**src/rtl/core/ppcd_pkg.sv**
```systemverilog
package ppcd_pkg;

	// Parameter defaults
	localparam int PPCD_MAX_NODES     = 1024;
	localparam int PPCD_FRACTION_BITS = 16;

	// Field widths
	localparam int POS_W      = 26;
	localparam int VEL_W      = 27;
	localparam int NODE_W     = 10;
	localparam int CHARGE_W   = 24;
	localparam int ACC_W      = 48;
	localparam int VINC_W     = 17;
	localparam int CFG_DATA_W = 24;
	localparam int CFG_IDX_W  = 2;

	// Queue between front and back
	localparam int QUEUE_DEPTH = 2;
	localparam int QPTR_W      = $clog2(QUEUE_DEPTH);
	localparam int QCNT_W      = $clog2(QUEUE_DEPTH + 1);

	// Register indexes
	localparam logic [CFG_IDX_W-1:0] REG_CELL_COUNT         = CFG_IDX_W'(0);
	localparam logic [CFG_IDX_W-1:0] REG_VELOCITY_INCREMENT = CFG_IDX_W'(1);
	localparam logic [CFG_IDX_W-1:0] REG_PARTICLE_CHARGE    = CFG_IDX_W'(2);

	// Register reset values
	localparam logic [NODE_W-1:0]          CELL_COUNT_RST = NODE_W'(1000);
	localparam logic signed [VINC_W-1:0]   VINC_RST       = '0;
	localparam logic [CHARGE_W-1:0]        CHARGE_RST     = CHARGE_W'(65536);

	// Item kinds
	localparam logic KIND_PUSH = 1'b0;
	localparam logic KIND_READ = 1'b1;

	typedef struct packed {
		logic [NODE_W-1:0]        cell_count;
		logic signed [VINC_W-1:0] velocity_increment;
		logic [CHARGE_W-1:0]      particle_charge;
	} ppcd_cfg_t;

	// One command from front to back
	typedef struct packed {
		logic                    kind;
		logic [NODE_W-1:0]       node;
		logic [CHARGE_W-1:0]     left_charge;
		logic [CHARGE_W-1:0]     right_charge;
		logic [POS_W-1:0]        pos;
		logic signed [VEL_W-1:0] vel;
	} ppcd_entry_t;

	typedef enum logic [3:0] {
		F_IDLE,
		F_LIM,
		F_VEL,
		F_SUM,
		F_CHK,
		F_DIV,
		F_FIX,
		F_MUL,
		F_PUSH
	} ppcd_front_state_t;

	typedef enum logic [1:0] {
		B_IDLE,
		B_LEFT,
		B_RIGHT,
		B_READ
	} ppcd_back_state_t;

endpackage

```
**src/rtl/core/ppcd_queue.sv**
```systemverilog
module ppcd_queue import ppcd_pkg::*; (
	input  logic        clk,
	input  logic        arst_n,
	input  logic        push,
	input  ppcd_entry_t push_data,
	input  logic        pop,
	output ppcd_entry_t pop_data,
	output logic        full,
	output logic        empty
);

	ppcd_entry_t        slot_q [QUEUE_DEPTH];
	logic [QPTR_W-1:0]  wr_ptr_q;
	logic [QPTR_W-1:0]  rd_ptr_q;
	logic [QCNT_W-1:0]  count_q;

	assign full     = (count_q == QCNT_W'(QUEUE_DEPTH));
	assign empty    = (count_q == '0);
	assign pop_data = slot_q[rd_ptr_q];

	// Advance pointers and fill count
	always_ff @(posedge clk or negedge arst_n) begin
		if (!arst_n) begin
			wr_ptr_q <= '0;
			rd_ptr_q <= '0;
			count_q  <= '0;
		end else begin
			if (push) begin
				wr_ptr_q <= (wr_ptr_q == QPTR_W'(QUEUE_DEPTH - 1)) ? '0 : wr_ptr_q + 1'b1;
			end
			if (pop) begin
				rd_ptr_q <= (rd_ptr_q == QPTR_W'(QUEUE_DEPTH - 1)) ? '0 : rd_ptr_q + 1'b1;
			end
			if (push && !pop) begin
				count_q <= count_q + 1'b1;
			end else if (pop && !push) begin
				count_q <= count_q - 1'b1;
			end
		end
	end

	// Store entries
	always_ff @(posedge clk) begin
		if (push) begin
			slot_q[wr_ptr_q] <= push_data;
		end
	end

	a_no_push_full: assert property (@(posedge clk) disable iff (!arst_n) push |-> !full)
		else $error("command written into a full queue");
	a_no_pop_empty: assert property (@(posedge clk) disable iff (!arst_n) pop |-> !empty)
		else $error("command taken from an empty queue");

endmodule

```
**config.mk**
```make
export PLATFORM = sky130hd
export DESIGN_NAME = ppcd_queue
export DESIGN_NICKNAME = d
export VERILOG_FILES = /design/src/rtl/core/ppcd_pkg.sv /design/src/rtl/core/ppcd_queue.sv
export SDC_FILE = /design/constraint.sdc
export NUM_CORES = 1
export LEC_CHECK = 0
export BUFFER_PORTS_ARGS = -buffer_cell sky130_fd_sc_hd__buf_2
export CAP_MARGIN = 20
export CORE_MARGIN = 5
export CORE_UTILIZATION = 30
export DETAILED_ROUTE_END_ITERATION = 16
export HOLD_SLACK_MARGIN = 0.05
export PLACE_DENSITY_LB_ADDON = 0.05
export REMOVE_ABC_BUFFERS = 1
export SLEW_MARGIN = 10
export SYNTH_ARGS = -nofsm -noshare
export SYNTH_HDL_FRONTEND = slang
export SYNTH_SLANG_ARGS = --single-unit
```
**constraint.sdc**
```tcl
create_clock -name clk -period 7.7 [get_ports clk]
set_clock_uncertainty 0.05 [all_clocks]
set_input_delay 0.385 -clock clk [delete_from_list [all_inputs] [get_ports clk]]
set_output_delay 0.385 -clock clk [all_outputs]
set_load 0.005 [all_outputs]
```
== Word-level counts from Yosys, hierarchy flattened ==
Memories as Yosys holds them, arrays and structs flattened.
Cells that the tools add are included.
Word-level totals
  register bits: 4
  memories kept: 1
  output and inout port bits: 114
  word-level logic and storage cells: 21
  bits in writable memories: 224
  bits of input ports: 116
Memory list
  slot_q: words 2, bits a word 112, rd ports 1, clocked after Yosys merged registers in 0, wr ports 1, line ppcd_queue.sv:12  | ppcd_entry_t slot_q [QUEUE_DEPTH];
Operators by class
  mux-type cells: 6
  reductions and logical operators: 6
  add/subtract/negate cells: 4
  eq/ne operators: 1
Operators with widths (number)
  1-bit two-way mux: 4
  2-bit two-way mux: 2
  1-bit adder (second input constant): 2
  2-bit by 1-bit adder with 2-bit output (second input constant): 1
  2-bit == test (second input constant): 1
  1-bit logical AND: 2
  1-bit logical NOT: 2
  2-bit logical NOT: 1
  2-bit nonzero test: 1
  2-bit by 1-bit subtractor with 2-bit output (second input constant): 1

== Depth between registers and ports, before layout ==
Gate-level depths: netlist (run 1).
  depth after elaboration: 4
  mapped depth: 5
  gate-level depth less buffers: 5

== Worst setup path before layout (run 1) ==
No wires, ideal clock.
  path type: flip-flop to flip-flop
  start point: register wr_ptr_q
  end point: memory slot_q[0][0] in the netlist's numbering (enable)
  buffers on the path: 0
  setup slack: 1.697 ns
  arrival: 5.356 ns
  period minus slack after synthesis: 6.003 ns
  data required time: 7.053 ns
  setup time: 0.597 ns
  cell stages (with the launch flop): 2
  cell sequence: dfrtp_1 nor2b_1
RTL lines
  start: declaration: line ppcd_queue.sv:13  | logic [QPTR_W-1:0] wr_ptr_q;
  start signal: assignment: line ppcd_queue.sv:29  | wr_ptr_q <= (wr_ptr_q == QPTR_W'(QUEUE_DEPTH - 1)) ? '0 : wr_ptr_q + 1'b1;
  end: declaration: line ppcd_queue.sv:12
No word-level cell before the write port.

==> impl_summary.log, run 1 <==
[metrics] result of the run: completed
[metrics] largest incremental delay on the critical path: 1.02 ns
[metrics] initial antenna violation count: 0
[metrics] mapped cell area: 8560 um^2
[metrics] number of vias per cell: 4.09
[metrics] type of origin of the critical path: flop
[metrics] buffers from clock root to sink, at most: 3
[metrics] top cells by instance count after synthesis: 224 x sky130_fd_sc_hd__edfxtp_1, 70 x sky130_fd_sc_hd__mux2_4, 42 x sky130_fd_sc_hd__mux2_2
[metrics] number of antenna diodes: 0
[metrics] number of global-route vias before repair: 5009
[metrics] First DRT Iteration DRCs: 102
[metrics] Final Hold Fails: 0
[metrics] most instantiated library cell after synthesis: sky130_fd_sc_hd__edfxtp_1
[metrics] worst setup path startpoint: rd_ptr_q
[metrics] Boundary Pins: 230
[metrics] worst rel slew slack: 32.0%
[metrics] Synth area leader: sky130_fd_sc_hd__edfxtp_1
[metrics] Worst Max-Slew Pin Slew: 1.02 ns
[metrics] setup repair after global routing missed its margin: no
[metrics] commonest register cell after synthesis: sky130_fd_sc_hd__edfxtp_1
[metrics] Synth area leaders: sky130_fd_sc_hd__edfxtp_1 79%, sky130_fd_sc_hd__mux2_4 12%, sky130_fd_sc_hd__mux2_2 5.5%
[metrics] max-cap violation count: 0
[metrics] clock-pin slew on the worst setup and hold paths: 0.06 ns
[metrics] Compound-Gate Fraction of Synth Area: 0%
[metrics] number of buffers created by CTS: 26
[metrics] Leakage: 4.74 nW
[metrics] Placement Setup Slack: 4.58 ns
[metrics] count of flip-flops with a built-in enable after synthesis: 224
[metrics] area of the multi-input gates: 1620 um^2
[metrics] Critical Setup Path Class: flop to primary output
[metrics] DRC Markers: 0
[metrics] Antenna Violating Nets Remaining: 0
[metrics] Worst-Skew Late Latency: 0.51 ns
[metrics] Worst Path Arrival: 3.07 ns
[metrics] Yosys reg bits: 228
[metrics] Synth Area in XOR/XNOR: 0.511%
[metrics] number of fillers in the final layout: 2568
[metrics] share of the synthesized area in the top cell type: 78.6%
[metrics] via count of the routed design: 4600
[metrics] Power Dens Cells: 333 nW/um^2
[metrics] number of instances in the synthesized netlist: 365
[metrics] routability congestion estimate from global placement: 0.696
[metrics] share of flip-flops with an asynchronous set or reset after synthesis: 1.75%
[metrics] total of cells resized after clock tree synthesis: 0
[metrics] multiplexer area fraction after synthesis: 17.8%
[metrics] clock tree root buffer cell: sky130_fd_sc_hd__clkbuf_16
[metrics] ordered list of cells on the worst path: buf_4 > mux2_2 > buf_2
[metrics] global-route usage over all layers: 10.8%
[metrics] share of synthesized area occupied by flip-flops and latches: 79.7%
[metrics] DR WL/cell: 16.2 um
[metrics] required time of the critical path: 7.26 ns
[metrics] CP max stage cell: sky130_fd_sc_hd__dfrtp_4
[metrics] minimum clock period after layout: 3.51 ns
[metrics] cts-stage hold buffer count: 115
[metrics] width of the chip: 179 um
[metrics] Adder-Cell Fraction of Synth Area: 0.146%
[metrics] fraction of the mapped netlist area in simple logic gates: 0.307%
[metrics] # rows: 61
[metrics] # nets final: 845
[metrics] Core Region: 28000 um^2
[metrics] dominant combinational cell family by area after synthesis: multiplexers
[metrics] fraction of final layout cells sized beyond drive strength 1: 51.3%
[metrics] final-report max-slew violation count: 0
[metrics] setup TNS: 0 ns
[metrics] mean area per synthesized cell: 23.5 um^2
[metrics] number of distinct library cells after synthesis: 14
[metrics] Fmax: 0.285 GHz
[metrics] crit end category: primary output
[metrics] total number of clock tree sinks: 228
[metrics] area of the die: 32000 um^2
[metrics] number of buffer and inverter instances along the worst setup path: 2
[metrics] remaining global-route overflow: 0
[metrics] detailed-router iteration count before antenna repair: 4
[metrics] worst reg2reg startpoint: wr_ptr_q
[metrics] global-route wire length before repair: 27.0 mm
[metrics] min setup slack post-route: 4.19 ns
[metrics] worst vdd rail ir drop: 189 uV
[metrics] effective utilization at floorplan: 30.6%
[metrics] height of the chip: 179 um
[metrics] largest net degree at the start of global routing: 61
[metrics] final wirelength: 18.2 mm
[metrics] Sequential cell area: 6830 um^2
[metrics] final worst-path cycle share: 45.6%
[metrics] detailed-placement wirelength estimate: 11.5 mm
[metrics] TritonCTS clock tree: built
[metrics] type of the most critical hold path: input pin to asynchronous set/reset pin
[metrics] Setup Buffers After CTS: 0
[metrics] cell class contributing the biggest share of worst-path delay: flip-flops
[metrics] area added between synthesis and finish: 40.9%
[metrics] number of H-tree levels: 1
[metrics] # setup viols final: 0
[metrics] total of buffers placed on input and output ports: 229
[metrics] count of yosys warnings during synthesis: 0
[metrics] largest fanout on the critical path: 60
## worst paths after layout
| kind | cells past startpoint | slack (ns) | endpoint |
|---|---|---|---|
| max | 3 | 4.19 | pop_data[8] |
| min | 2 | 0.19 | count_q[0] |
| max reg2reg | 2 | 5.29 | slot_q[1][111] |
| min reg2reg | 1 | 0.47 | count_q[1] |
| max in group asynchronous | 2 | 7.28 | rd_ptr_q |
| min in group clk | 1 | 0.47 | count_q[1] |
## worst reg2reg max path, delay by kind of cell (launching register included)
kind / cells / cell delay, ns
buf+inv: 1 / 0.86
flops: 1 / 0.42
simple gates: 1 / 0.67
## cell type report
class                      count  share of cell area, %
sequential                   228                   56.6
timing repair buffer         348                   19.3
multi-input combinational    123                   13.4
clock buffer                  29                   5.66
tap                          378                   3.92
clock inverter                17                   1.05
inverter                       1                 0.0311
## kinds of logic after synthesis
family | after synthesis
flip-flops | 228
multiplexers | 112
buffers and inverters | 14
XOR/XNOR | 5
AND/OR/NAND/NOR | 5
adder cells (fa/ha/maj) | 1
## flip-flops by register name, summed over array words and instances, names as in the netlist
name and cells:
count_q 2, slot_q 224, rd_ptr_q 1, wr_ptr_q 1
## placed cells by master, fill, tap and decap left out, drive strengths merged, types with 2 or more instances in the layout
cell,synthesis,routed
xor2,4,4
clkinv,0,14
dlygate4sd3,0,115
bufinv,0,2
nor2b,2,2
buf,13,233
clkbuf,0,29
dfrtp,4,4
nor2,2,2
mux2,112,112
edfxtp,224,224
## through the flow
step                      area, um^2  hold slack [ns]  power (mW)  util (%)  std cells
after floorplan                 8440           0.0394        2.53         -        352
after global placement         10100            0.142        2.87      36.1        963
after detailed placement       10100            0.147        2.88      36.1        963
after CTS                      12100            0.146        4.11      43.1       1124
after global routing           12100            0.162        4.24      43.1       1124
final                          12100            0.186        4.01      43.1       1124
## power by group
group	internal [mW]	leakage, nW	switching [mW]
logic	0.612	2.19	0.462
clock network	0.697	0.397	0.461
registers	1.65	2.15	0.131
## routing by layer
layer | vias to the layer above | GRT usage [%] | part of all wire, %
met4 | 0 | 3.71 | 3.1
li1 | 2174 | - | -
met2 | 141 | 19.2 | 51
met1 | 2252 | 12.6 | 38
met5 | - | 0 | 0
met3 | 33 | 3.02 | 7.4
(Power assumes the default switching activity.)
==> run 2: changes to the inputs <==
--- a/config.mk
+++ b/config.mk
@@ -5,6 +5,7 @@
 export SDC_FILE = /design/constraint.sdc
 export NUM_CORES = 1
 export LEC_CHECK = 0
+export ABC_AREA = 1
 export BUFFER_PORTS_ARGS = -buffer_cell sky130_fd_sc_hd__buf_2
 export CAP_MARGIN = 20
 export CORE_MARGIN = 5
==> constraint.sdc (replaced) <==
create_clock -name clk -period 3.3 [get_ports clk]
set_clock_uncertainty 0.05 [all_clocks]
set_input_delay 0.165 -clock clk [delete_from_list [all_inputs] [get_ports clk]]
set_output_delay 0.165 -clock clk [all_outputs]
set_load 0.005 [all_outputs]
==> run 2 against run 1 <==
Compared with the run above: design area grew 1.0%; routed wire length grew 3.2%; combinational power grew 150%; sequential power up 130%; via count is 1.7% higher; die area increased by 0.22%; critical endpoint is now pop_data[95]; largest cell class unchanged; highest routed layer unchanged.
==> impl_summary.log, run 2 <==
[metrics] height of the chip: 179 um (about the same)
[metrics] number of instances in the synthesized netlist: 374 (was 365)
[metrics] via count of the routed design: 4679 (was 4600)
[metrics] count of flip-flops with a built-in enable after synthesis: 224 (unchanged)
[metrics] Adder-Cell Fraction of Synth Area: 0.146% (about the same)
[metrics] TritonCTS clock tree: built (unchanged)
[metrics] sum of internal, switching and leakage power: 9.49 mW (was 4.01 mW)
[metrics] fraction of the mapped netlist area in simple logic gates: 0.481% (was 0.307%)
[metrics] required time of the critical path: 3.08 ns (was 7.26 ns)
[metrics] area of the die: 32100 um^2 (was 32000 um^2)
[metrics] final wirelength: 18.8 mm (was 18.2 mm)
[metrics] Power Dens Cells: 779 nW/um^2 (was 333 nW/um^2)
[metrics] final cell area excluding filler cells: 12200 um^2 (was 12100 um^2)
[metrics] Worst Max-Slew Pin Slew: 0.820 ns (was 1.02 ns)
[metrics] number of global-route vias before repair: 4953 (was 5009)
[metrics] Fmax: 0.401 GHz
[metrics] routability congestion estimate from global placement: 0.696 (about the same)
[metrics] mean area per synthesized cell: 22.9 um^2 (was 23.5 um^2)
[metrics] commonest register cell after synthesis: sky130_fd_sc_hd__edfxtp_1 (unchanged)
[metrics] Synth Area in XOR/XNOR: 0.306% (was 0.511%)
[metrics] share of the synthesized area in the top cell type: 78.4% (was 78.6%)
[metrics] buffers from clock root to sink, at most: 3 (unchanged)
[metrics] setup slack on the worst flop-to-flop path: 1.45 ns (was 5.29 ns)
[metrics] most instantiated library cell after synthesis: sky130_fd_sc_hd__edfxtp_1 (unchanged)
[metrics] clock-pin slew on the worst setup and hold paths: 0.06 ns (about the same)
[metrics] number of vias per cell: 4.08 (was 4.09)
[metrics] capturing point of the worst reg2reg path: slot_q[1][52] (was slot_q[1][111])
[metrics] Boundary Pins: 230 (unchanged)
[metrics] setup repair after global routing missed its margin: no (unchanged)
[metrics] Leakage: 4.80 nW (was 4.74 nW)
[metrics] number of H-tree levels: 1 (unchanged)
[metrics] minimum clock period after layout: 2.49 ns
[metrics] initial antenna violation count: 0 (unchanged)
[metrics] Synth area leader: sky130_fd_sc_hd__edfxtp_1 (unchanged)
[metrics] registers with the most flip-flops: slot_q (224), count_q (2) (unchanged)
[metrics] total of buffers placed on input and output ports: 229 (unchanged)
[metrics] register bank with the most flops: slot_q (unchanged)
[metrics] effective utilization at floorplan: 30.1% (was 30.6%)
[metrics] dominant combinational cell family by area after synthesis: multiplexers (unchanged)
[metrics] worst rel slew slack: 45.3% (was 32.0%)
[metrics] number of distinct library cells after synthesis: 15 (was 14)
[metrics] share of synthesized area occupied by flip-flops and latches: 79.5% (was 79.7%)
[metrics] # setup viols final: 0 (unchanged)
[metrics] sink of the worst hold path: slot_q[1][97]
[metrics] number of buffers created by CTS: 27 (was 26)
[metrics] # nets final: 862 (was 845)
[metrics] First DRT Iteration DRCs: 162 (was 102)
[metrics] detailed-router iteration count before antenna repair: 4 (unchanged)
[metrics] largest fanout on the critical path: 38 (was 60)
[metrics] type of origin of the critical path: flop (unchanged)
[metrics] Yosys reg bits: 228 (unchanged)
[metrics] type of the most critical hold path: input pin to flop (was input pin to asynchronous set/reset pin)
[metrics] remaining global-route overflow: 0 (unchanged)
[metrics] top library cells by usage in the layout, fill and taps aside: 229 x sky130_fd_sc_hd__buf_2, 224 x sky130_fd_sc_hd__edfxtp_1, 116 x sky130_fd_sc_hd__dlygate4sd3_1 (was 229 x sky130_fd_sc_hd__buf_2, 224 x sky130_fd_sc_hd__edfxtp_1, 115 x sky130_fd_sc_hd__dlygate4sd3_1)
[metrics] number of cells on the worst hold path: 2
[metrics] Critical Setup Path Class: flop to primary output (unchanged)
[metrics] final worst-path cycle share: 75.5%
[metrics] global-route usage over all layers: 11.0% (was 10.8%)
[metrics] multiplexer area fraction after synthesis: 17.8% (about the same)
[metrics] detailed-placement wirelength estimate: 12.2 mm (was 11.5 mm)
[metrics] area added between synthesis and finish: 42.0% (was 40.9%)
[metrics] Synth area leaders: sky130_fd_sc_hd__edfxtp_1 78%, sky130_fd_sc_hd__mux2_4 12%, sky130_fd_sc_hd__mux2_2 5.5% (was sky130_fd_sc_hd__edfxtp_1 79%, sky130_fd_sc_hd__mux2_4 12%, sky130_fd_sc_hd__mux2_2 5.5%)
[metrics] number of antenna diodes: 0 (unchanged)
[metrics] setup TNS: 0 ns (unchanged)
[metrics] commonest non-fill, non-tap cell in the layout: sky130_fd_sc_hd__buf_2 (unchanged)
[metrics] DRC Markers: 0 (unchanged)
[metrics] DR WL/cell: 16.4 um (was 16.2 um)
[metrics] top cells by instance count after synthesis: 224 x sky130_fd_sc_hd__edfxtp_1, 70 x sky130_fd_sc_hd__mux2_4, 42 x sky130_fd_sc_hd__mux2_2 (unchanged)
[metrics] Worst Path Arrival: 2.28 ns (was 3.07 ns)
[metrics] share of flip-flops with an asynchronous set or reset after synthesis: 1.75% (unchanged)
[metrics] flip-flop count of the largest register, all copies and words added: 224 (unchanged)
[metrics] path depth of the worst reg2reg path: 3 (was 2)
[metrics] Placed Area: 10200 um^2 (was 10100 um^2)
[metrics] global-route wire length before repair: 27.6 mm (was 27.0 mm)
[metrics] source of the worst hold timing path: push_data[97]
[metrics] clock tree root buffer cell: sky130_fd_sc_hd__clkbuf_16 (unchanged)
[metrics] max-cap violation count: 0 (unchanged)
[metrics] result of the run: completed (unchanged)
[metrics] total number of clock tree sinks: 228 (unchanged)
[metrics] largest net degree at the start of global routing: 59 (was 61)
[metrics] Core Region: 28500 um^2 (was 28000 um^2)
[metrics] width of the chip: 179 um (about the same)
[metrics] mapped cell area: 8580 um^2 (was 8560 um^2)
[metrics] worst vdd rail ir drop: 454 uV (was 189 uV)
[metrics] total of cells resized after clock tree synthesis: 0 (unchanged)
[metrics] Worst-Skew Late Latency: 0.51 ns (about the same)
[metrics] # rows: 62 (was 61)
[metrics] crit end category: primary output (unchanged)
[metrics] worst reg2reg startpoint: wr_ptr_q (unchanged)
[metrics] count of yosys warnings during synthesis: 0 (unchanged)
[metrics] Final Hold Fails: 0 (unchanged)
[metrics] final-report max-slew violation count: 0 (unchanged)
[metrics] Compound-Gate Fraction of Synth Area: 0% (unchanged)
[metrics] fraction of final layout cells sized beyond drive strength 1: 50.7% (was 51.3%)
[metrics] Antenna Violating Nets Remaining: 0 (unchanged)
## run 2: cell type report
type | instances | area [um^2]
repair buffers | 355 | 2420
multi-input cells | 126 | 1610
fillers | 2605 | 16300
inverters | 7 | 28.8
clock buffers | 38 | 717
well taps | 384 | 480
flip-flops and latches | 228 | 6830
clock inverters | 9 | 97.6
## run 2: how the worst max path moves through the flow
stage | startpoint | endpoint | slack [ns]
3_3_place_gp | rd_ptr_q | pop_data[106] | 1.29
5_1_grt | rd_ptr_q | pop_data[101] | 0.64
2_1_floorplan | wr_ptr_q | slot_q[0][0] | -2.41
6_report | rd_ptr_q | pop_data[95] | 0.81
4_1_cts | rd_ptr_q | pop_data[95] | 0.70
3_5_place_dp | rd_ptr_q | pop_data[95] | 1.27
## run 2: worst max-delay path: stages (launching register included)
cell                      delay [ns]
sky130_fd_sc_hd__dfrtp_4        0.90
sky130_fd_sc_hd__buf_4          0.36
sky130_fd_sc_hd__mux2_2         0.36
sky130_fd_sc_hd__buf_2          0.13
## run 2: repair_timing
action | 4_1_cts | 5_1_grt
buffers inserted | 0 | 0
endpoints found under the hold margin | 231 | 0
endpoints found under the setup margin | 0 | 0
hold buffers | 116 | 0
## run 2: per-stage QoR
stage	worst slack, ns	instances	hold slack (ns)	util, %
floorplan	-2.41	361	-0.181	-
global placement	1.29	984	-0.0733	35.9
detailed placement	1.27	984	-0.0725	35.9
CTS	0.703	1147	0.274	42.8
global route	0.639	1147	0.295	42.8
finish	0.808	1147	0.318	42.8
## run 2: where the power goes
group	switching (mW)	internal [mW]
registers	0.258	3.85
logic	1.16	1.48
clock network	1.09	1.66
## run 2: cells by family (layout without fill, tap and decap cells)
| kind of cell | Yosys count | in the layout |
|---|---|---|
| XOR/XNOR | 3 | 3 |
| adder cells (fa/ha/maj) | 1 | 1 |
| buffers and inverters | 20 | 409 |
| flip-flops | 228 | 228 |
| multiplexers | 112 | 112 |
| AND/OR/NAND/NOR | 10 | 10 |
## run 2: routing by layer
metal  track usage (%)  vias to the layer above  routed length (um)
li1                  -                     2224                   -
met1              13.4                     2274                7640
met2              19.2                      143                9420
met3              2.80                       38                1210
met4              3.46                        0                 526
met5                 0                        -                   0
==> run 3: changes to the inputs <==
==> constraint.sdc (replaced) <==
create_clock -name clk -period 2.5 [get_ports clk]
set_clock_uncertainty 0.05 [all_clocks]
set_input_delay 0.125 -clock clk [delete_from_list [all_inputs] [get_ports clk]]
set_output_delay 0.125 -clock clk [all_outputs]
set_load 0.005 [all_outputs]
==> run 3 against run 2 <==
Compared with the run above: hold slack worse by 0.042 ns; highest routed layer unchanged; largest cell class unchanged; sequential power increased by 31%; critical path type unchanged; first-iteration DRC count fell by 3.7%; critical path depth did not move; sequential share of layout area fell by 0.81 points.
==> impl_summary.log, run 3 (synthesized netlist as in run 2, its figures left out) <==
[metrics] Critical Setup Path Class: flop to primary output (unchanged)
[metrics] # rows: 62 (unchanged)
[metrics] total number of clock tree sinks: 228 (unchanged)
[metrics] final wirelength: 18.8 mm (unchanged)
[metrics] area of the die: 32100 um^2 (unchanged)
[metrics] routability congestion estimate from global placement: 0.705 (was 0.696)
[metrics] Worst Path Arrival: 2.06 ns (was 2.28 ns)
[metrics] number of fillers in the final layout: 2579 (was 2605)
[metrics] effective utilization at floorplan: 30.1% (unchanged)
[metrics] type of origin of the critical path: flop (unchanged)
[metrics] Core Region: 28500 um^2 (unchanged)
[metrics] minimum clock period after layout: 2.23 ns
[metrics] Fmax: 0.448 GHz
[metrics] total of buffers placed on input and output ports: 229 (unchanged)
[metrics] Worst Max-Slew Pin Slew: 0.555 ns (was 0.820 ns)
[metrics] First DRT Iteration DRCs: 156 (was 162)
[metrics] TritonCTS clock tree: built (unchanged)
[metrics] # setup viols final: 0 (unchanged)
[metrics] largest net degree at the start of global routing: 57 (was 59)
[metrics] result of the run: completed (unchanged)
[metrics] # nets final: 864 (was 862)
[metrics] crit end category: primary output (unchanged)
[metrics] top library cells by usage in the layout, fill and taps aside: 229 x sky130_fd_sc_hd__buf_2, 224 x sky130_fd_sc_hd__edfxtp_1, 116 x sky130_fd_sc_hd__dlygate4sd3_1 (unchanged)
[metrics] via count of the routed design: 4654 (was 4679)
[metrics] detailed-placement wirelength estimate: 12.3 mm (was 12.2 mm)
[metrics] final-report max-slew violation count: 0 (unchanged)
[metrics] worst vdd rail ir drop: 545 uV (was 454 uV)
[metrics] Antenna Violating Nets Remaining: 0 (unchanged)
[metrics] commonest non-fill, non-tap cell in the layout: sky130_fd_sc_hd__buf_2 (unchanged)
[metrics] max-cap violation count: 0 (unchanged)
[metrics] CP max stage cell: sky130_fd_sc_hd__dfrtp_4 (unchanged)
[metrics] number of antenna diodes: 0 (unchanged)
[metrics] Leakage: 4.89 nW (was 4.80 nW)
[metrics] number of buffers created by CTS: 27 (unchanged)
[metrics] sum of internal, switching and leakage power: 13.0 mW (was 9.49 mW)
[metrics] global-route usage over all layers: 11.3% (was 11.0%)
[metrics] Setup Buffers After CTS: 0 (unchanged)
[metrics] global-route wire length before repair: 28.2 mm (was 27.6 mm)
[metrics] number of H-tree levels: 1 (unchanged)
[metrics] final worst-path cycle share: 89.2%
[metrics] number of vias per cell: 4.04 (was 4.08)
[metrics] setup repair after global routing missed its margin: no (unchanged)
[metrics] remaining global-route overflow: 0 (unchanged)
[metrics] clock tree root buffer cell: sky130_fd_sc_hd__clkbuf_16 (unchanged)
[metrics] ordered list of cells on the worst path: buf_4 > mux2_2 > buf_2 (unchanged)
[metrics] area added between synthesis and finish: 44.1% (was 42.0%)
[metrics] register bank with the most flops: slot_q (unchanged)
[metrics] width of the chip: 179 um (unchanged)
[metrics] height of the chip: 179 um (unchanged)
[metrics] flip-flop count of the largest register, all copies and words added: 224 (unchanged)
[metrics] worst rel slew slack: 63.0% (was 45.3%)
[metrics] Final Hold Fails: 0 (unchanged)
[metrics] clock-pin slew on the worst setup and hold paths: 0.05 ns (was 0.06 ns)
[metrics] DRC Markers: 0 (unchanged)
[metrics] registers with the most flip-flops: slot_q (224), count_q (2) (unchanged)
[metrics] Worst-Skew Late Latency: 0.51 ns (about the same)
[metrics] required time of the critical path: 2.33 ns (was 3.08 ns)
[metrics] DR WL/cell: 16.3 um (was 16.4 um)
[metrics] Boundary Pins: 230 (unchanged)
[metrics] initial antenna violation count: 0 (unchanged)
[metrics] detailed-router iteration count before antenna repair: 4 (unchanged)
[metrics] fraction of final layout cells sized beyond drive strength 1: 51.5% (was 50.7%)
[metrics] total of cells resized after clock tree synthesis: 0 (unchanged)
[metrics] buffers from clock root to sink, at most: 3 (unchanged)
[metrics] type of the most critical hold path: input pin to flop (unchanged)
[metrics] largest fanout on the critical path: 25 (was 38)
[metrics] number of global-route vias before repair: 5121 (was 4953)
[metrics] setup TNS: 0 ns (unchanged)
[metrics] largest incremental delay on the critical path: 0.78 ns (was 0.90 ns)
[metrics] Power Dens Cells: 1050 nW/um^2 (was 779 nW/um^2)
## run 3: cell count changes in the layout (fill, tap and decap cells not counted), sizes merged
cell	before	now
clkinv	5	9
buf	239	241
bufinv	2	4
clkbuf	38	36
clkinvlp	1	0
inv	8	7
## run 3: final cells by class
class	instances	area (um^2)	area share [%]
multi-input cells	126	1610	13.0
clock buffers	36	729	5.90
flip-flops and latches	228	6830	55.2
clock inverters	13	161	1.31
inverters	7	28.8	0.233
repair buffers	357	2520	20.4
well taps	384	480	3.89
## run 3: power by group
group          leakage [nW]  switching (mW)  internal (mW)
Sequential             2.15           0.301           5.07
Combinational          2.30            1.61           2.08
Clock                 0.440            1.46           2.44
## run 3: worst paths after layout
path / from / slack, ns / endpoint / cells after the start
worst max-delay path: rd_ptr_q / 0.27 / pop_data[107] / 3
worst max register to register: wr_ptr_q / 1.01 / slot_q[1][58] / 3
worst min-delay path: push_data[21] / 0.28 / slot_q[1][21] / 2
min in group asynchronous: arst_n / 0.47 / count_q[0] / 3
worst min register to register: count_q[1] / 0.48 / count_q[1] / 2
max in group asynchronous: arst_n / 1.72 / rd_ptr_q / 3
## run 3: worst max-delay path: cells and delay by family (launching register included)
family	cells	cell delay, ns
DFF	1	0.78
muxes	1	0.35
buffers and inverters	2	0.41
## run 3: timing repair
item / 4_1_cts / 5_1_grt
endpoints found under the setup margin: 0 / 0
hold buffers: 116 / 0
endpoints found under the hold margin: 235 / 0
## run 3: per-layer routing
layer	wire [um]	part of all wire [%]	track usage (%)
met1	7370	39	13.3
met2	9580	51	19.8
met3	1370	7.3	3.23
met4	468	2.5	3.46
met5	0	0	0
## run 3: through the flow
stage | instances | hold slack, ns | cell area [um^2] | setup slack (ns) | util [%]
global placement | 986 | -0.112 | 10300 | 0.765 | 36.2
finish | 1151 | 0.276 | 12400 | 0.269 | 43.4
detailed placement | 986 | -0.106 | 10300 | 0.745 | 36.2
CTS | 1151 | 0.245 | 12400 | 0.178 | 43.4
global route | 1151 | 0.268 | 12400 | 0.154 | 43.4
floorplan | 361 | -0.221 | 8460 | -3.21 | -
