## src/rtl/core/ppcd_pkg.sv

```systemverilog
package ppcd_pkg;

	// Parameter defaults
	localparam int PPCD_MAX_NODES     = 1024;
	localparam int PPCD_FRACTION_BITS = 16;

	// Field widths
	localparam int POS_W      = 26;
	localparam int VEL_W      = 27;
	localparam int NODE_W     = 10;
	localparam int CHARGE_W   = 24;
	localparam int ACC_W      = 48;
	localparam int VINC_W     = 17;
	localparam int CFG_DATA_W = 24;
	localparam int CFG_IDX_W  = 2;

	// Queue between front and back
	localparam int QUEUE_DEPTH = 2;
	localparam int QPTR_W      = $clog2(QUEUE_DEPTH);
	localparam int QCNT_W      = $clog2(QUEUE_DEPTH + 1);

	// Register indexes
	localparam logic [CFG_IDX_W-1:0] REG_CELL_COUNT         = CFG_IDX_W'(0);
	localparam logic [CFG_IDX_W-1:0] REG_VELOCITY_INCREMENT = CFG_IDX_W'(1);
	localparam logic [CFG_IDX_W-1:0] REG_PARTICLE_CHARGE    = CFG_IDX_W'(2);

	// Register reset values
	localparam logic [NODE_W-1:0]          CELL_COUNT_RST = NODE_W'(1000);
	localparam logic signed [VINC_W-1:0]   VINC_RST       = '0;
	localparam logic [CHARGE_W-1:0]        CHARGE_RST     = CHARGE_W'(65536);

	// Item kinds
	localparam logic KIND_PUSH = 1'b0;
	localparam logic KIND_READ = 1'b1;

	typedef struct packed {
		logic [NODE_W-1:0]        cell_count;
		logic signed [VINC_W-1:0] velocity_increment;
		logic [CHARGE_W-1:0]      particle_charge;
	} ppcd_cfg_t;

	// One command from front to back
	typedef struct packed {
		logic                    kind;
		logic [NODE_W-1:0]       node;
		logic [CHARGE_W-1:0]     left_charge;
		logic [CHARGE_W-1:0]     right_charge;
		logic [POS_W-1:0]        pos;
		logic signed [VEL_W-1:0] vel;
	} ppcd_entry_t;

	typedef enum logic [3:0] {
		F_IDLE,
		F_LIM,
		F_VEL,
		F_SUM,
		F_CHK,
		F_DIV,
		F_FIX,
		F_MUL,
		F_PUSH
	} ppcd_front_state_t;

	typedef enum logic [1:0] {
		B_IDLE,
		B_LEFT,
		B_RIGHT,
		B_READ
	} ppcd_back_state_t;

endpackage

```

## src/rtl/core/ppcd_front.sv

```systemverilog
module ppcd_front import ppcd_pkg::*; #(
	parameter int MAX_NODES     = PPCD_MAX_NODES,
	parameter int FRACTION_BITS = PPCD_FRACTION_BITS
) (
	input  logic                    clk,
	input  logic                    arst_n,
	input  logic                    start,
	input  logic                    kind,
	input  logic [POS_W-1:0]        particle_position,
	input  logic signed [VEL_W-1:0] particle_velocity,
	input  logic [NODE_W-1:0]       node_number,
	input  ppcd_cfg_t               cfg,
	input  logic                    clearing,
	input  logic                    q_full,
	output logic                    q_push,
	output ppcd_entry_t             q_data,
	output logic                    busy
);

	localparam int LEN_W = NODE_W + FRACTION_BITS;
	localparam int CW    = ((LEN_W > VEL_W) ? LEN_W : VEL_W) + 2;
	localparam int NUM_W = VEL_W;
	localparam int CNT_W = $clog2(NUM_W + 1);
	localparam int VEL_MAX = 2 ** (VEL_W - 1) - 1;
	localparam logic signed [CW-1:0] VHI     = CW'(VEL_MAX);
	localparam logic signed [CW-1:0] VLO_ABS = CW'(VEL_MAX + 1);

	ppcd_front_state_t state_q, state_d;

	logic                    kind_q;
	logic [POS_W-1:0]        pos_in_q;
	logic signed [VEL_W-1:0] vel_in_q;
	logic [NODE_W-1:0]       node_q;
	logic [LEN_W-1:0]        length_q;
	logic signed [CW-1:0]    vsum_q;
	logic signed [CW-1:0]    hi_q;
	logic signed [CW-1:0]    lo_q;
	logic signed [VEL_W-1:0] vel_q;
	logic [NUM_W-1:0]        num_q;
	logic                    neg_q;
	logic [LEN_W-1:0]        rem_q;
	logic [CNT_W-1:0]        cnt_q;
	logic [LEN_W-1:0]        p_q;
	logic [CHARGE_W-1:0]     right_q;

	logic                      accept;
	logic [NODE_W-1:0]         cells_c;
	logic signed [CW-1:0]      lenm1_c;
	logic signed [CW-1:0]      lo_abs_c;
	logic signed [CW-1:0]      vclamp_c;
	logic signed [CW-1:0]      s_c;
	logic signed [CW-1:0]      abs_c;
	logic [LEN_W:0]            trial_c;
	logic [LEN_W:0]            reduced_c;
	logic [CHARGE_W+FRACTION_BITS-1:0] prod_c;
	logic [POS_W+LEN_W-1:0]    pos_ext_c;

	assign busy   = (state_q != F_IDLE) || clearing;
	assign accept = start && !busy;

	// Clamp the cell count so both deposit nodes exist
	always_comb begin
		cells_c = (cfg.cell_count == '0) ? NODE_W'(1) : cfg.cell_count;
		if (int'(cells_c) > MAX_NODES - 1) begin
			cells_c = NODE_W'(MAX_NODES - 1);
		end
	end

	// Velocity limits and clamp
	assign lenm1_c  = $signed(CW'(length_q)) - $signed(CW'(1));
	assign lo_abs_c = (lenm1_c > VLO_ABS) ? VLO_ABS : lenm1_c;
	assign vclamp_c = (vsum_q > hi_q) ? hi_q : ((vsum_q < lo_q) ? lo_q : vsum_q);

	// Advanced position and its magnitude
	assign s_c   = $signed(CW'(pos_in_q)) + CW'(vel_q);
	assign abs_c = s_c[CW-1] ? -s_c : s_c;

	// One restoring step of the remainder
	assign trial_c   = {rem_q, num_q[NUM_W-1]};
	assign reduced_c = (trial_c >= {1'b0, length_q}) ? trial_c - {1'b0, length_q} : trial_c;

	// Right node share of the charge
	assign prod_c    = (CHARGE_W + FRACTION_BITS)'(cfg.particle_charge)
		* (CHARGE_W + FRACTION_BITS)'(p_q[FRACTION_BITS-1:0]);
	assign pos_ext_c = {{POS_W{1'b0}}, p_q};

	// Next state and queue write
	always_comb begin
		state_d = state_q;
		q_push  = 1'b0;
		case (state_q)
			F_IDLE: begin
				if (accept) begin
					state_d = (kind == KIND_READ) ? F_PUSH : F_LIM;
				end
			end
			F_LIM: state_d = F_VEL;
			F_VEL: state_d = F_SUM;
			F_SUM: state_d = F_CHK;
			F_CHK: begin
				state_d = (CW'(num_q) < CW'(length_q)) ? F_FIX : F_DIV;
			end
			F_DIV: begin
				if (cnt_q == CNT_W'(NUM_W - 1)) begin
					state_d = F_FIX;
				end
			end
			F_FIX: state_d = F_MUL;
			F_MUL: state_d = F_PUSH;
			F_PUSH: begin
				if (!q_full) begin
					q_push  = 1'b1;
					state_d = F_IDLE;
				end
			end
			default: state_d = F_IDLE;
		endcase
	end

	// Command contents
	always_comb begin
		q_data.kind         = kind_q;
		q_data.node         = (kind_q == KIND_READ) ? node_q : p_q[LEN_W-1:FRACTION_BITS];
		q_data.right_charge = right_q;
		q_data.left_charge  = cfg.particle_charge - right_q;
		q_data.pos          = pos_ext_c[POS_W-1:0];
		q_data.vel          = vel_q;
	end

	always_ff @(posedge clk or negedge arst_n) begin
		if (!arst_n) begin
			state_q <= F_IDLE;
			cnt_q   <= '0;
		end else begin
			state_q <= state_d;
			if (state_q == F_CHK) begin
				cnt_q <= '0;
			end else if (state_q == F_DIV) begin
				cnt_q <= cnt_q + 1'b1;
			end
		end
	end

	// Datapath registers
	always_ff @(posedge clk) begin
		case (state_q)
			F_IDLE: begin
				if (accept) begin
					kind_q   <= kind;
					pos_in_q <= particle_position;
					vel_in_q <= particle_velocity;
					node_q   <= node_number;
					length_q <= {cells_c, {FRACTION_BITS{1'b0}}};
				end
			end
			F_LIM: begin
				vsum_q <= CW'(vel_in_q) + CW'(cfg.velocity_increment);
				hi_q   <= (lenm1_c > VHI) ? VHI : lenm1_c;
				lo_q   <= -lo_abs_c;
			end
			F_VEL: vel_q <= vclamp_c[VEL_W-1:0];
			F_SUM: begin
				num_q <= abs_c[NUM_W-1:0];
				neg_q <= s_c[CW-1];
			end
			F_CHK: begin
				rem_q <= (CW'(num_q) < CW'(length_q)) ? LEN_W'(num_q) : '0;
			end
			F_DIV: begin
				rem_q <= reduced_c[LEN_W-1:0];
				num_q <= num_q << 1;
			end
			F_FIX: p_q <= (neg_q && rem_q != '0) ? length_q - rem_q : rem_q;
			F_MUL: right_q <= prod_c[CHARGE_W+FRACTION_BITS-1:FRACTION_BITS];
			default: ;
		endcase
	end

	a_rem_below_length: assert property (@(posedge clk) disable iff (!arst_n)
		(state_q == F_FIX) |-> (rem_q < length_q))
		else $error("wrapped position not below domain length");

endmodule

```

## config.mk

```make
export PLATFORM = sky130hd
export DESIGN_NAME = ppcd_front
export DESIGN_NICKNAME = d
export VERILOG_FILES = /design/src/rtl/core/ppcd_pkg.sv /design/src/rtl/core/ppcd_front.sv
export SDC_FILE = /design/constraint.sdc
export NUM_CORES = 1
export LEC_CHECK = 0
export ABC_AREA = 1
export ABC_CLOCK_PERIOD_IN_PS = 8750
export BUFFER_PORTS_ARGS = -buffer_cell sky130_fd_sc_hd__buf_2
export CORE_ASPECT_RATIO = 1.25
export CORE_MARGIN = 3
export CORE_UTILIZATION = 30
export CTS_CLUSTER_DIAMETER = 30
export DETAILED_ROUTE_END_ITERATION = 10
export SETUP_SLACK_MARGIN = 0.3
export SLEW_MARGIN = 20
export SYNTH_ARGS = -nofsm -noshare
export SYNTH_HDL_FRONTEND = slang
export SYNTH_SLANG_ARGS = --single-unit
```

## constraint.sdc

```tcl
create_clock -name clk -period 8.75 [get_ports clk]
set_input_delay 2.625 -clock clk [delete_from_list [all_inputs] [get_ports clk]]
set_output_delay 2.625 -clock clk [all_outputs]
set_load 0.03 [all_outputs]
```

---- Yosys cells after proc, flatten, opt, wreduce, memory -nomap -nowiden ----
Index checks and enable logic that the tools add are counted.
Widths: inputs -> output; s select.
word-level totals
  register bits ........................... 298
  input bits .............................. 120
  logic and storage cells ................. 76
cells by class
  add/subtract/negate cells ............... 9
  multipliers ............................. 1
  order comparisons ....................... 6
  eq/ne operators ......................... 12
  multiplexer cells ....................... 20
  reduce and logical (&&, ||, !) cells .... 12
operators by type and width
  cell                   count
  $mux 27                3
  $mux 26                3
  $pmux 27 s2            1
  $pmux 26 s2            1
  $sub 26x26->26         2
  $mul 24x16->40         1
  $pmux 4 s9             1
  $lt 28x29->1           1
  $mux 29                1
  $neg 29->29            1
  $add 27x17->28         1
  $add 27x27->28         1
  $gt 27x28->1 const B   1
  $gt 28x27->1           1
  $ge 27x26->1           1
  $gt 27x27->1 const B   1
  $lt 27x26->1           1
  $neg 27->27            1
  $sub 26x1->27 const B  1
  $reduce_bool 26->1     1
  $sub 24x24->24         1
  $eq 4x3->1 const B     4
  $mux 4                 4
  $logic_not 10->1       1
  other kinds (18)       25

---- Depth between registers and ports, before layout ----
Gate-level depths: netlist (run 1).
  depth after elaboration ................. 6
  mapped depth ............................ 28
  mapped depth without buffers ............ 26

---- Worst setup path after synthesis (run 1) ----
OpenSTA, ideal clock, no wires.
  path type ............................... input to register
  start ................................... input cfg[9] in the netlist's numbering
  end ..................................... register right_q[12], data pin
  setup time .............................. 0.260 ns
  data arrival time ....................... 7.847 ns
  slack ................................... 0.643 ns
  cell stages on the path ................. 26
  buffers on the path ..................... 2
  cells stage by stage .................... clkbuf_1 > clkbuf_1 > nand2_1 > fa_1 > inv_1 > fa_1 > inv_1 > fa_1 > inv_1 > fa_1 > fa_1 > inv_1 > fa_1 > inv_1 > ha_1 > a21oi_1 > inv_1 > a21oi_1 > inv_1 > a21oi_1 > inv_1 > a21oi_1 > inv_1 > nand2_1 > nand3_1 > xor2_1
on the way
  longest elaborated chain between the ends .. 1
ends and longest elaborated chain
  element                 line               source
  start: declaration      ppcd_front.sv:12   input ppcd_cfg_t cfg,
  $mul 24x16->40          ppcd_front.sv:84   * (CHARGE_W + FRACTION_BITS)'(p_q[FRACTION_BITS-1:0]);
  net prod_c[28]          ppcd_front.sv:55   logic [CHARGE_W+FRACTION_BITS-1:0] prod_c;
  end signal: assignment  ppcd_front.sv:174  F_MUL: right_q <= prod_c[CHARGE_W+FRACTION_BITS-1:FRACTION_BITS];
  end: declaration        ppcd_front.sv:44   logic [CHARGE_W-1:0] right_q;
The timed path passes the listed nets, and every way through them passes these cells.
A chain may end at the register's enable or synchronous reset.

==> results of run 1 <==
## routing by layer
metal  track usage (%)  vias to the layer above  share of wire, %
met5                 0                        -             0.031
met4              7.67                        4               4.3
met3              2.65                      189               5.1
met2              32.0                      688                53
met1              18.7                    11944                37
li1                  -                    12023                 -
## worst register-to-register path, cell delays in order (launching register included)
cell	delay, ns
edfxtp_1	0.80
buf_4	0.37
nand2_1	0.12
fa_1	0.55
inv_1	0.05
fa_1	0.53
inv_1	0.05
fa_1	0.51
inv_1	0.05
fa_1	0.47
fa_1	0.55
inv_1	0.05
fa_1	0.57
inv_1	0.06
ha_1	0.39
a21oi_1	0.25
inv_1	0.09
a21oi_1	0.23
o221ai_1	0.19
a21oi_1	0.26
o21ai_0	0.15
xor2_1	0.16
## logic make-up (layout without fill, tap and decap cells)
kind of cell	count (synthesis)	after routing	synth area share, %
xor gates and xnor gates	123	123	3.63
DFF	264	264	26.4
AOI/OAI and AO/OA	390	390	7.26
buffers and inverters	961	1254	12.2
muxes	10	10	0.377
adders and majority gates	551	551	30.8
and+or+nand+nor	1406	1406	19.4
## where the power goes
| group | leakage [nW] | internal, mW | switching (mW) |
|---|---|---|---|
| Combinational | 14.3 | 2.99 | 5.61 |
| Clock | 1.03 | 1.57 | 0.790 |
| Sequential | 2.44 | 2.00 | 0.141 |
## worst paths after layout
check	start	to	slack, ns	cells after the start
setup / recovery	cfg[0]	q_data[93]	0.70	15
hold / removal	rem_q[0]	p_q[0]	0.41	0
setup reg to reg	p_q[6]	right_q[23]	2.06	21
hold reg to reg	rem_q[0]	p_q[0]	0.41	0
max in group asynchronous	arst_n	cnt_q[3]	6.66	1
min in group asynchronous	arst_n	state_q[1]	1.89	1
## layout make-up
type / count / area, um2
clock buffer: 80 / 1750
timing repair buffer: 286 / 1580
sequential: 264 / 7880
multi-input combinational: 2480 / 18400
tap: 1300 / 1630
fill: 10232 / 63300
clock inverter: 43 / 445
inverter: 845 / 3170
## cell usage in the layout, fill, tap and decap left out, types with 9 or more instances in the layout
cell and instances:
nand2_1 976, inv_1 836, fa_1 309, edfxtp_1 255, ha_1 242, buf_2 233, nor2_1 166, a21oi_1 159
nand3_1 128, o21ai_0 123, xor2_1 90, clkbuf_16 68, buf_4 52, nand4_1 42, xnor2_1 32, nor4_1 21
nor3_1 19, o21ai_1 18, nand2_2 14, a31oi_1 13, o21a_1 13, clkinv_1 13, nor2_2 12, o22ai_1 12
clkbuf_1 12, o211ai_1 11, clkinvlp_4 11, mux2_2 10, nand3_2 9, clkinv_2 9, dfrtp_1 9
## sequential cells by signal, indices dropped and copies added, names as in the netlist, 4 cells and up
name / flops
right_q: 24
vel_in_q: 27
node_q: 10
lo_q: 11
pos_in_q: 26
cnt_q: 5
num_q: 27
rem_q: 26
vsum_q: 28
length_q: 10
state_q: 4
vel_q: 27
p_q: 26
hi_q: 11
## metrics by stage
step                      util, %  cells
after floorplan                 -   3705
after global placement       33.3   5175
after detailed placement     33.3   5175
after CTS                    35.5   5298
after global routing         35.5   5298
final                        35.5   5298
## repair_timing
item                       in CTS  in global routing
setup endpoints to repair       0                  1
resized for setup               0                  2
setup buffers                   0                  0
==> flow_metrics.py, run 1 <==
metrics = {
    "synth": {
        "synth-seq-cells": 264,
        "synth-main-ff-cell": "edfxtp_1",
        "synth.cell_area_um2": 29900,
        "avgSynthCellArea_um2": 8.07,
        "ys_seq_area_share_pct": 26.4,
        "yosysUniqueCellTypes": 53,
        "synthTopCellsByArea": "edfxtp_1 (26%), fa_1 (21%), nand2_1 (12%), inv_1 (10%), ha_1 (10%)",
        "synth_top_cell_by_area": "edfxtp_1",
        "synthArstFlopShare_pct": 3.41,
        "synth_most_common_cell": "nand2_1",
        "synth.yosys.warnings": 0,
        "yosysTopAreaCellShare_pct": 25.6,
        "synth_commonest_cells": "nand2_1 (976), inv_1 (836), fa_1 (309)",
        "synth_edf_count": 255,
        "synthCells": 3705,
        "synth_nets": 4376,
    },
    "route": {
        "drt_iter0_drc": 1353,
        "routed_via_density": 4.69,
        "wl_mm": 87.0,
        "ant_nets": 0,
        "detail_route.wl_per_cell_um": 16.4,
        "drc": 0,
        "vias": 24848,
        "dr.pass1.iters": 6,
    },
    "sta": {
        "rsz0062_at_grt": "no",
        "min_period_ns": 8.05,
        "tightest_slew_ns": 0.999,
        "finalHoldViolCount": 0,
        "setup_tns_ns": 0,
        "finClkSkew_ns": 0.0398,
        "worst_slack_ns": 0.702,
        "slew_headroom_pct": 32.8,
        "max_freq_mhz": 124,
        "setup_viol": 0,
        "post-route-period-util_pct": 92.0,
        "holdWs_ns": 0.412,
        "drv_slew": 0,
    },
    "setup_path": {
        "path_max_fanout": 15,
        "slowest_delay_ns": 0.43,
        "cp.required_ns": 6.12,
        "crit_chain": "buf_2 -> buf_4 -> inv_1 -> ha_1 -> fa_1 -> inv_1 -> nand3_1 -> nand2_1 -> a21oi_1 -> o21ai_1 -> a21oi_1 -> o21ai_0 -> a21oi_1 -> xnor2_1 -> buf_2",
        "worst-path-buf-inv": 5,
        "end_kind": "output pin",
        "worst_path_most_repeated_cell": "a21oi_1",
        "worstPathArrival_ns": 5.42,
        "critPathSlowestCell": "fa_1",
        "path_class": "in2out",
        "path_delay_family": "compound AO/OA/AOI/OAI gates",
        "critPathLaunchType": "input port",
    },
    "floorplanning": {
        "die_h_um": 359,
        "core_um2": 98200,
        "die_w_um": 288,
        "die_area_um2": 104000,
        "row_count": 128,
        "pin_count": 234,
        "start_util_pct": 30.5,
    },
    "power": {
        "peakVddDrop_mv": 0.390,
        "power.total_mw": 13.1,
        "leakagePower_nw": 17.8,
        "p_per_area_nw_per_um2": 376,
    },
    "global_routing": {
        "grt-ovfl-total": 0,
        "antenna_found_initial": 3,
        "grt_use_total_pct": 17.1,
        "first_global_vias": 26304,
        "grt_first_pass_wirelength_mm": 139,
        "grt_max_degree": 63,
    },
    "layout": {
        "drive_gt1_share_pct": 11.5,
        "syn_to_final_growth_pct": 16.6,
        "fin_nets": 4615,
        "fin_area_um2": 34900,
        "antenna_cells": 0,
    },
    "placed_design": {
        "dpl_cell_area_um2": 32700,
        "dp_hpwl_mm": 71.4,
        "io_buffers": 233,
        "dp_slack_ns": 0.175,
        "gp_congestion": 0.915,
    },
    "outcome": {
        "status": "finished, final reports clean",
    },
    "clock_network": {
        "cts_buffers": 67,
        "h-tree-depth": 3,
        "cts_tree": "yes",
        "cts_hold_buf": 0,
        "worstSkewPairLatency_ns": 0.61,
        "clk_pin_slew_worst_paths_ns": 0.04,
        "cts.sinks": 264,
        "clock-root-buffer": "clkbuf_16",
        "ctsLongestPathBuffers": 3,
    },
    "min_path": {
        "hold_path.class": "reg2reg",
    },
    "flow_run": {
        "max_cap_viol_count": 0,
    },
}
(Power assumes the default switching activity.)
==> run 2, diff against run 1 <==
--- a/config.mk
+++ b/config.mk
@@ -6,13 +6,14 @@
 export NUM_CORES = 1
 export LEC_CHECK = 0
 export ABC_AREA = 1
-export ABC_CLOCK_PERIOD_IN_PS = 8750
 export BUFFER_PORTS_ARGS = -buffer_cell sky130_fd_sc_hd__buf_2
 export CORE_ASPECT_RATIO = 1.25
 export CORE_MARGIN = 3
-export CORE_UTILIZATION = 30
+export CORE_UTILIZATION = 50
 export CTS_CLUSTER_DIAMETER = 30
 export DETAILED_ROUTE_END_ITERATION = 10
+export MAX_ROUTING_LAYER = met4
+export PLACE_DENSITY = 0.68
 export SETUP_SLACK_MARGIN = 0.3
 export SLEW_MARGIN = 20
 export SYNTH_ARGS = -nofsm -noshare
==> flow_metrics.py, run 2 (synthesis results as in run 1) <==
metrics = {
    "outcome": {
        "status": "finished, final reports clean",
    },
    "layout": {
        "layout_commonest_cell": "nand2_1",
        "mostFrequentLayoutCells": "nand2_1 (975), inv_1 (836), fa_1 (309)",
        "fillers": 5427,
        "syn_to_final_growth_pct": 12.7,
        "regMostFlops": "vsum_q",
        "largest_reg_flops": 28,
        "drive_gt1_share_pct": 11.2,
        "stdcell_count": 4728,
        "fin_nets": 4597,
    },
    "global_routing": {
        "grt_use_met3_pct": 3.27,
        "first_global_vias": 25865,
        "grt_first_pass_wirelength_mm": 134,
        "grt_use_total_pct": 28.1,
        "grt_max_degree": 53,
        "grt-busiest-layer": "met2",
        "antenna_found_initial": 2,
        "grt-ovfl-total": 0,
        "grtUsageMet1_pct": 28.9,
        "grtUsageMet2_pct": 52.0,
    },
    "placed_design": {
        "gp_congestion": 0.929,
        "io_buffers": 233,
        "dp_hpwl_mm": 69.6,
        "placed_cells": 4628,
    },
    "route": {
        "vias": 24880,
        "wl_mm": 84.4,
        "dr.pass1.iters": 5,
        "detail_route.wl_per_cell_um": 17.9,
        "ant_nets": 0,
        "drc": 0,
        "drt_iter0_drc": 1225,
        "routed_via_density": 5.26,
    },
    "power": {
        "peakVddDrop_mv": 0.401,
        "leakagePower_nw": 17.5,
        "p_sw_share_pct": 51.0,
        "switchingPower_mw": 6.53,
        "p_comb_share_pct": 68.1,
        "power.total_mw": 12.8,
        "internal_power_mw": 6.27,
        "p_clk_share_pct": 15.2,
        "pwr-share-seq_pct": 16.8,
        "p_per_area_nw_per_um2": 380,
    },
    "clock_network": {
        "cts_resized": 0,
        "ctsLongestPathBuffers": 3,
        "clock-root-buffer": "clkbuf_16",
        "cts_tree": "yes",
        "h-tree-depth": 2,
        "worstSkewPairLatency_ns": 0.58,
        "cts.sinks": 264,
        "clk_pin_slew_worst_paths_ns": 0.05,
        "post_cts_buffers": 0,
        "cts_buffers": 52,
        "cts_hold_buf": 0,
    },
    "floorplanning": {
        "row_count": 99,
        "start_util_pct": 50.9,
        "core_um2": 58700,
        "die_w_um": 225,
        "die_h_um": 279,
        "pin_count": 234,
        "die_area_um2": 62800,
    },
    "sta": {
        "rsz0062_at_grt": "no",
        "post-route-period-util_pct": 93.0,
        "max_freq_mhz": 123,
        "drv_slew": 0,
        "setup_tns_ns": 0,
        "finalHoldViolCount": 0,
        "min_period_ns": 8.14,
        "setup_viol": 0,
        "finClkSkew_ns": 0.0296,
        "slew_headroom_pct": 29.4,
        "tightest_slew_ns": 1.06,
    },
    "setup_path": {
        "critPathLaunchType": "input port",
        "cp.required_ns": 6.12,
        "r2r_end": "right_q[23]",
        "r2r_cells": 19,
        "end_kind": "output pin",
        "worstPathArrival_ns": 5.51,
        "path_class": "in2out",
        "regToRegStartpoint": "p_q[8]",
        "path_max_fanout": 10,
        "reg2reg_slack_ns": 2.22,
    },
    "min_path": {
        "hold_path.class": "reg2reg",
        "hold_end": "cnt_q[0]",
        "hold_depth": 1,
        "holdCritStartpoint": "cnt_q[0]",
    },
    "flow_run": {
        "max_cap_viol_count": 0,
    },
}
-- run 2: cell types whose count changed in the layout (fill, tap and decap cells not counted), sizes merged, moves of 2 or more --
cell,change
inv,+8
clkinv,-7
clkbuf,-24
buf,-3
diode,+2
clkinvlp,-2
-- run 2: final cells by class --
class,instances,area (um2),area share [%]
Multi-Input combinational cell,2480,18400,54.6
Antenna cell,2,5.00,0.0149
Sequential cell,264,7880,23.4
Inverter,845,3170,9.41
Timing Repair Buffer,283,1550,4.60
Clock inverter,41,410,1.22
Clock buffer,56,1330,3.94
Tap cell,757,947,2.81
-- run 2: stage by stage --
step	area [um2]	hold slack, ns	utilization [%]	worst slack, ns
6_report	33700	0.502	57.4	0.614
3_5_place_dp	31900	0.485	54.4	0.206
2_1_floorplan	29900	0.426	-	0.643
4_1_cts	33700	0.500	57.4	0.625
5_1_grt	33700	0.507	57.4	0.393
3_3_place_gp	31900	0.475	54.4	0.311
-- run 2: metal layers --
metal	wire (um)	part of all wire [%]
met1	29900	35
met2	45000	53
met3	3970	4.7
met4	5560	6.6
met5	0	0
-- run 2: how the worst max path moves through the flow --
stage | to | slack, ns | startpoint | cells after the start
final | q_data[95] | 0.61 | cfg[1] | 15
after global routing | q_data[95] | 0.39 | cfg[1] | 15
after CTS | q_data[95] | 0.62 | cfg[1] | 15
after detailed placement | right_q[23] | 0.21 | cfg[16] | 21
after global placement | right_q[15] | 0.31 | cfg[16] | 21
after floorplan | right_q[12] | 0.64 | cfg[9] | 26
-- run 2: power by group through the flow --
| stage | clock network [mW] | logic (mW) | registers [mW] |
|---|---|---|---|
| 5_1_grt | 2.03 | 9.80 | 2.17 |
| 3_3_place_gp | 0 | 8.65 | 2.17 |
| 4_1_cts | 1.97 | 8.76 | 2.15 |
| 2_1_floorplan | 0 | 6.09 | 2.18 |
| 3_5_place_dp | 0 | 8.69 | 2.17 |
| 6_report | 1.94 | 8.71 | 2.15 |
-- run 2: worst max-delay path: stages --
cell and delay, ns:
buf_2 0.26, buf_4 0.26, inv_1 0.08, fa_1 0.46, inv_1 0.07, nand3_1 0.06
nand2_1 0.15, a21oi_1 0.12, o21ai_0 0.34, a21oi_1 0.20, o31ai_1 0.38, nand2_1 0.09
nand2_1 0.08, xor2_1 0.13, buf_2 0.21
==> run 3, diff against run 2 <==
--- a/config.mk
+++ b/config.mk
@@ -7,7 +7,7 @@
 export LEC_CHECK = 0
 export ABC_AREA = 1
 export BUFFER_PORTS_ARGS = -buffer_cell sky130_fd_sc_hd__buf_2
-export CORE_ASPECT_RATIO = 1.25
+export CORE_ASPECT_RATIO = 1.4
 export CORE_MARGIN = 3
 export CORE_UTILIZATION = 50
 export CTS_CLUSTER_DIAMETER = 30
==> flow_metrics.py, run 3 (synthesis results as in run 1) <==
metrics = {
    "power": {
        "switchingPower_mw": 6.73,
        "power.total_mw": 13.0,
        "p_sw_share_pct": 51.7,
        "p_comb_share_pct": 67.6,
        "p_per_area_nw_per_um2": 383,
        "leakagePower_nw": 17.7,
        "internal_power_mw": 6.28,
        "peakVddDrop_mv": 0.477,
        "p_clk_share_pct": 15.8,
        "pwr-share-seq_pct": 16.5,
    },
    "global_routing": {
        "grtUsageMet1_pct": 27.5,
        "grt_max_degree": 51,
        "grt_use_met3_pct": 4.39,
        "grt_use_total_pct": 29.3,
        "antenna_found_initial": 5,
        "grt_first_pass_wirelength_mm": 138,
        "grt-ovfl-total": 0,
        "first_global_vias": 26374,
        "grtUsageMet2_pct": 55.7,
        "grt-busiest-layer": "met2",
    },
    "placed_design": {
        "io_buffers": 233,
        "dpl_cell_area_um2": 32000,
        "placed_cells": 4629,
        "gp_congestion": 0.969,
        "dp_hpwl_mm": 71.7,
    },
    "layout": {
        "stdcell_count": 4738,
        "largest_reg_flops": 28,
        "layout_commonest_cell": "nand2_1",
        "fin_nets": 4611,
        "fin_area_um2": 34000,
        "regMostFlops": "vsum_q",
        "syn_to_final_growth_pct": 13.7,
        "fillers": 5465,
        "drive_gt1_share_pct": 11.7,
        "mostFrequentLayoutCells": "nand2_1 (975), inv_1 (836), fa_1 (309)",
    },
    "clock_network": {
        "cts_hold_buf": 0,
        "cts_resized": 0,
        "cts_tree": "yes",
        "worstSkewPairLatency_ns": 0.61,
        "clock-root-buffer": "clkbuf_16",
        "ctsLongestPathBuffers": 3,
        "h-tree-depth": 2,
        "cts_buffers": 54,
        "cts.sinks": 264,
        "post_cts_buffers": 0,
        "clk_pin_slew_worst_paths_ns": 0.06,
    },
    "floorplanning": {
        "die_w_um": 213,
        "die_h_um": 295,
        "pin_count": 234,
        "core_um2": 58900,
        "start_util_pct": 50.8,
        "row_count": 105,
        "die_area_um2": 62800,
    },
    "setup_path": {
        "path_class": "in2out",
        "path_max_fanout": 15,
        "critPathLaunchType": "input port",
        "worstPathArrival_ns": 5.45,
        "end_kind": "output pin",
        "cp.required_ns": 6.12,
    },
    "route": {
        "wl_mm": 87.2,
        "vias": 25024,
        "drt_iter0_drc": 1184,
        "drc": 0,
        "detail_route.wl_per_cell_um": 18.4,
        "routed_via_density": 5.28,
        "dr.pass1.iters": 6,
        "ant_nets": 0,
    },
    "sta": {
        "finalHoldViolCount": 0,
        "rsz0062_at_grt": "no",
        "drv_slew": 0,
        "setup_viol": 0,
        "finClkSkew_ns": 0.0448,
        "holdWs_ns": 0.434,
        "slew_headroom_pct": 32.7,
        "min_period_ns": 8.08,
        "max_freq_mhz": 124,
        "post-route-period-util_pct": 92.3,
        "setup_tns_ns": 0,
        "tightest_slew_ns": 1.01,
    },
    "outcome": {
        "status": "finished, final reports clean",
    },
    "flow_run": {
        "max_cap_viol_count": 0,
    },
    "min_path": {
        "hold_path.class": "reg2reg",
    },
}
run 3: cell count changes in the layout (fill, tap and decap cells not counted), sizes merged:
cell and delta:
diode +3, inv +9, clkinvlp -5, clkinv -1, buf +12
run 3: layer usage:
| layer | vias to the layer above | wire (um) | part of all wire, % |
|---|---|---|---|
| li1 | 12018 | - | - |
| met1 | 11989 | 28900 | 33 |
| met2 | 727 | 48300 | 55 |
| met3 | 290 | 3830 | 4.4 |
| met4 | 0 | 6160 | 7.1 |
| met5 | - | 0 | 0 |
run 3: final timing paths:
| check | startpoint | endpoint | slack, ns | cells after the start |
|---|---|---|---|---|
| hold reg to reg | rem_q[0] | p_q[0] | 0.43 | 0 |
| hold / removal | rem_q[0] | p_q[0] | 0.43 | 0 |
| setup reg to reg | p_q[4] | right_q[20] | 2.05 | 23 |
| min in group asynchronous | arst_n | state_q[1] | 1.87 | 1 |
| setup / recovery | cfg[0] | q_data[95] | 0.67 | 16 |
| max in group asynchronous | arst_n | cnt_q[1] | 6.70 | 1 |
run 3: layout make-up:
class | instances | area, um2 | share of cell area (%)
Timing Repair Buffer | 295 | 1710 | 5.04
Inverter | 845 | 3170 | 9.33
Tap cell | 749 | 937 | 2.76
Antenna cell | 5 | 12.5 | 0.0368
Clock buffer | 56 | 1360 | 4.00
Clock inverter | 44 | 504 | 1.48
Sequential cell | 264 | 7880 | 23.2
Multi-Input combinational cell | 2480 | 18400 | 54.2
run 3: power by group through the flow:
stage / Combinational, mW / Sequential [mW] / Clock [mW]
2_1_floorplan: 6.09 / 2.18 / 0
3_3_place_gp: 8.71 / 2.17 / 0
3_5_place_dp: 8.75 / 2.17 / 0
4_1_cts: 8.80 / 2.15 / 2.09
5_1_grt: 9.81 / 2.17 / 2.15
6_report: 8.80 / 2.15 / 2.06
run 3: per-stage QoR:
stage | setup WS [ns] | util (%)
3_5_place_dp | 0.342 | 54.4
3_3_place_gp | 0.314 | 54.3
4_1_cts | 0.700 | 57.6
2_1_floorplan | 0.643 | -
5_1_grt | 0.402 | 57.8
6_report | 0.670 | 57.8
run 3: critical path, stage by stage:
cell and delay [ns]:
buf_2 0.10, buf_4 0.25, inv_1 0.07, ha_1 0.25, fa_1 0.42, inv_1 0.07, nand3_1 0.06, nand2_1 0.14
a21oi_1 0.12, o21ai_0 0.27, a21oi_1 0.17, o31ai_1 0.36, nand2_1 0.09, nand2_1 0.08, xor2_1 0.14, buf_2 0.21
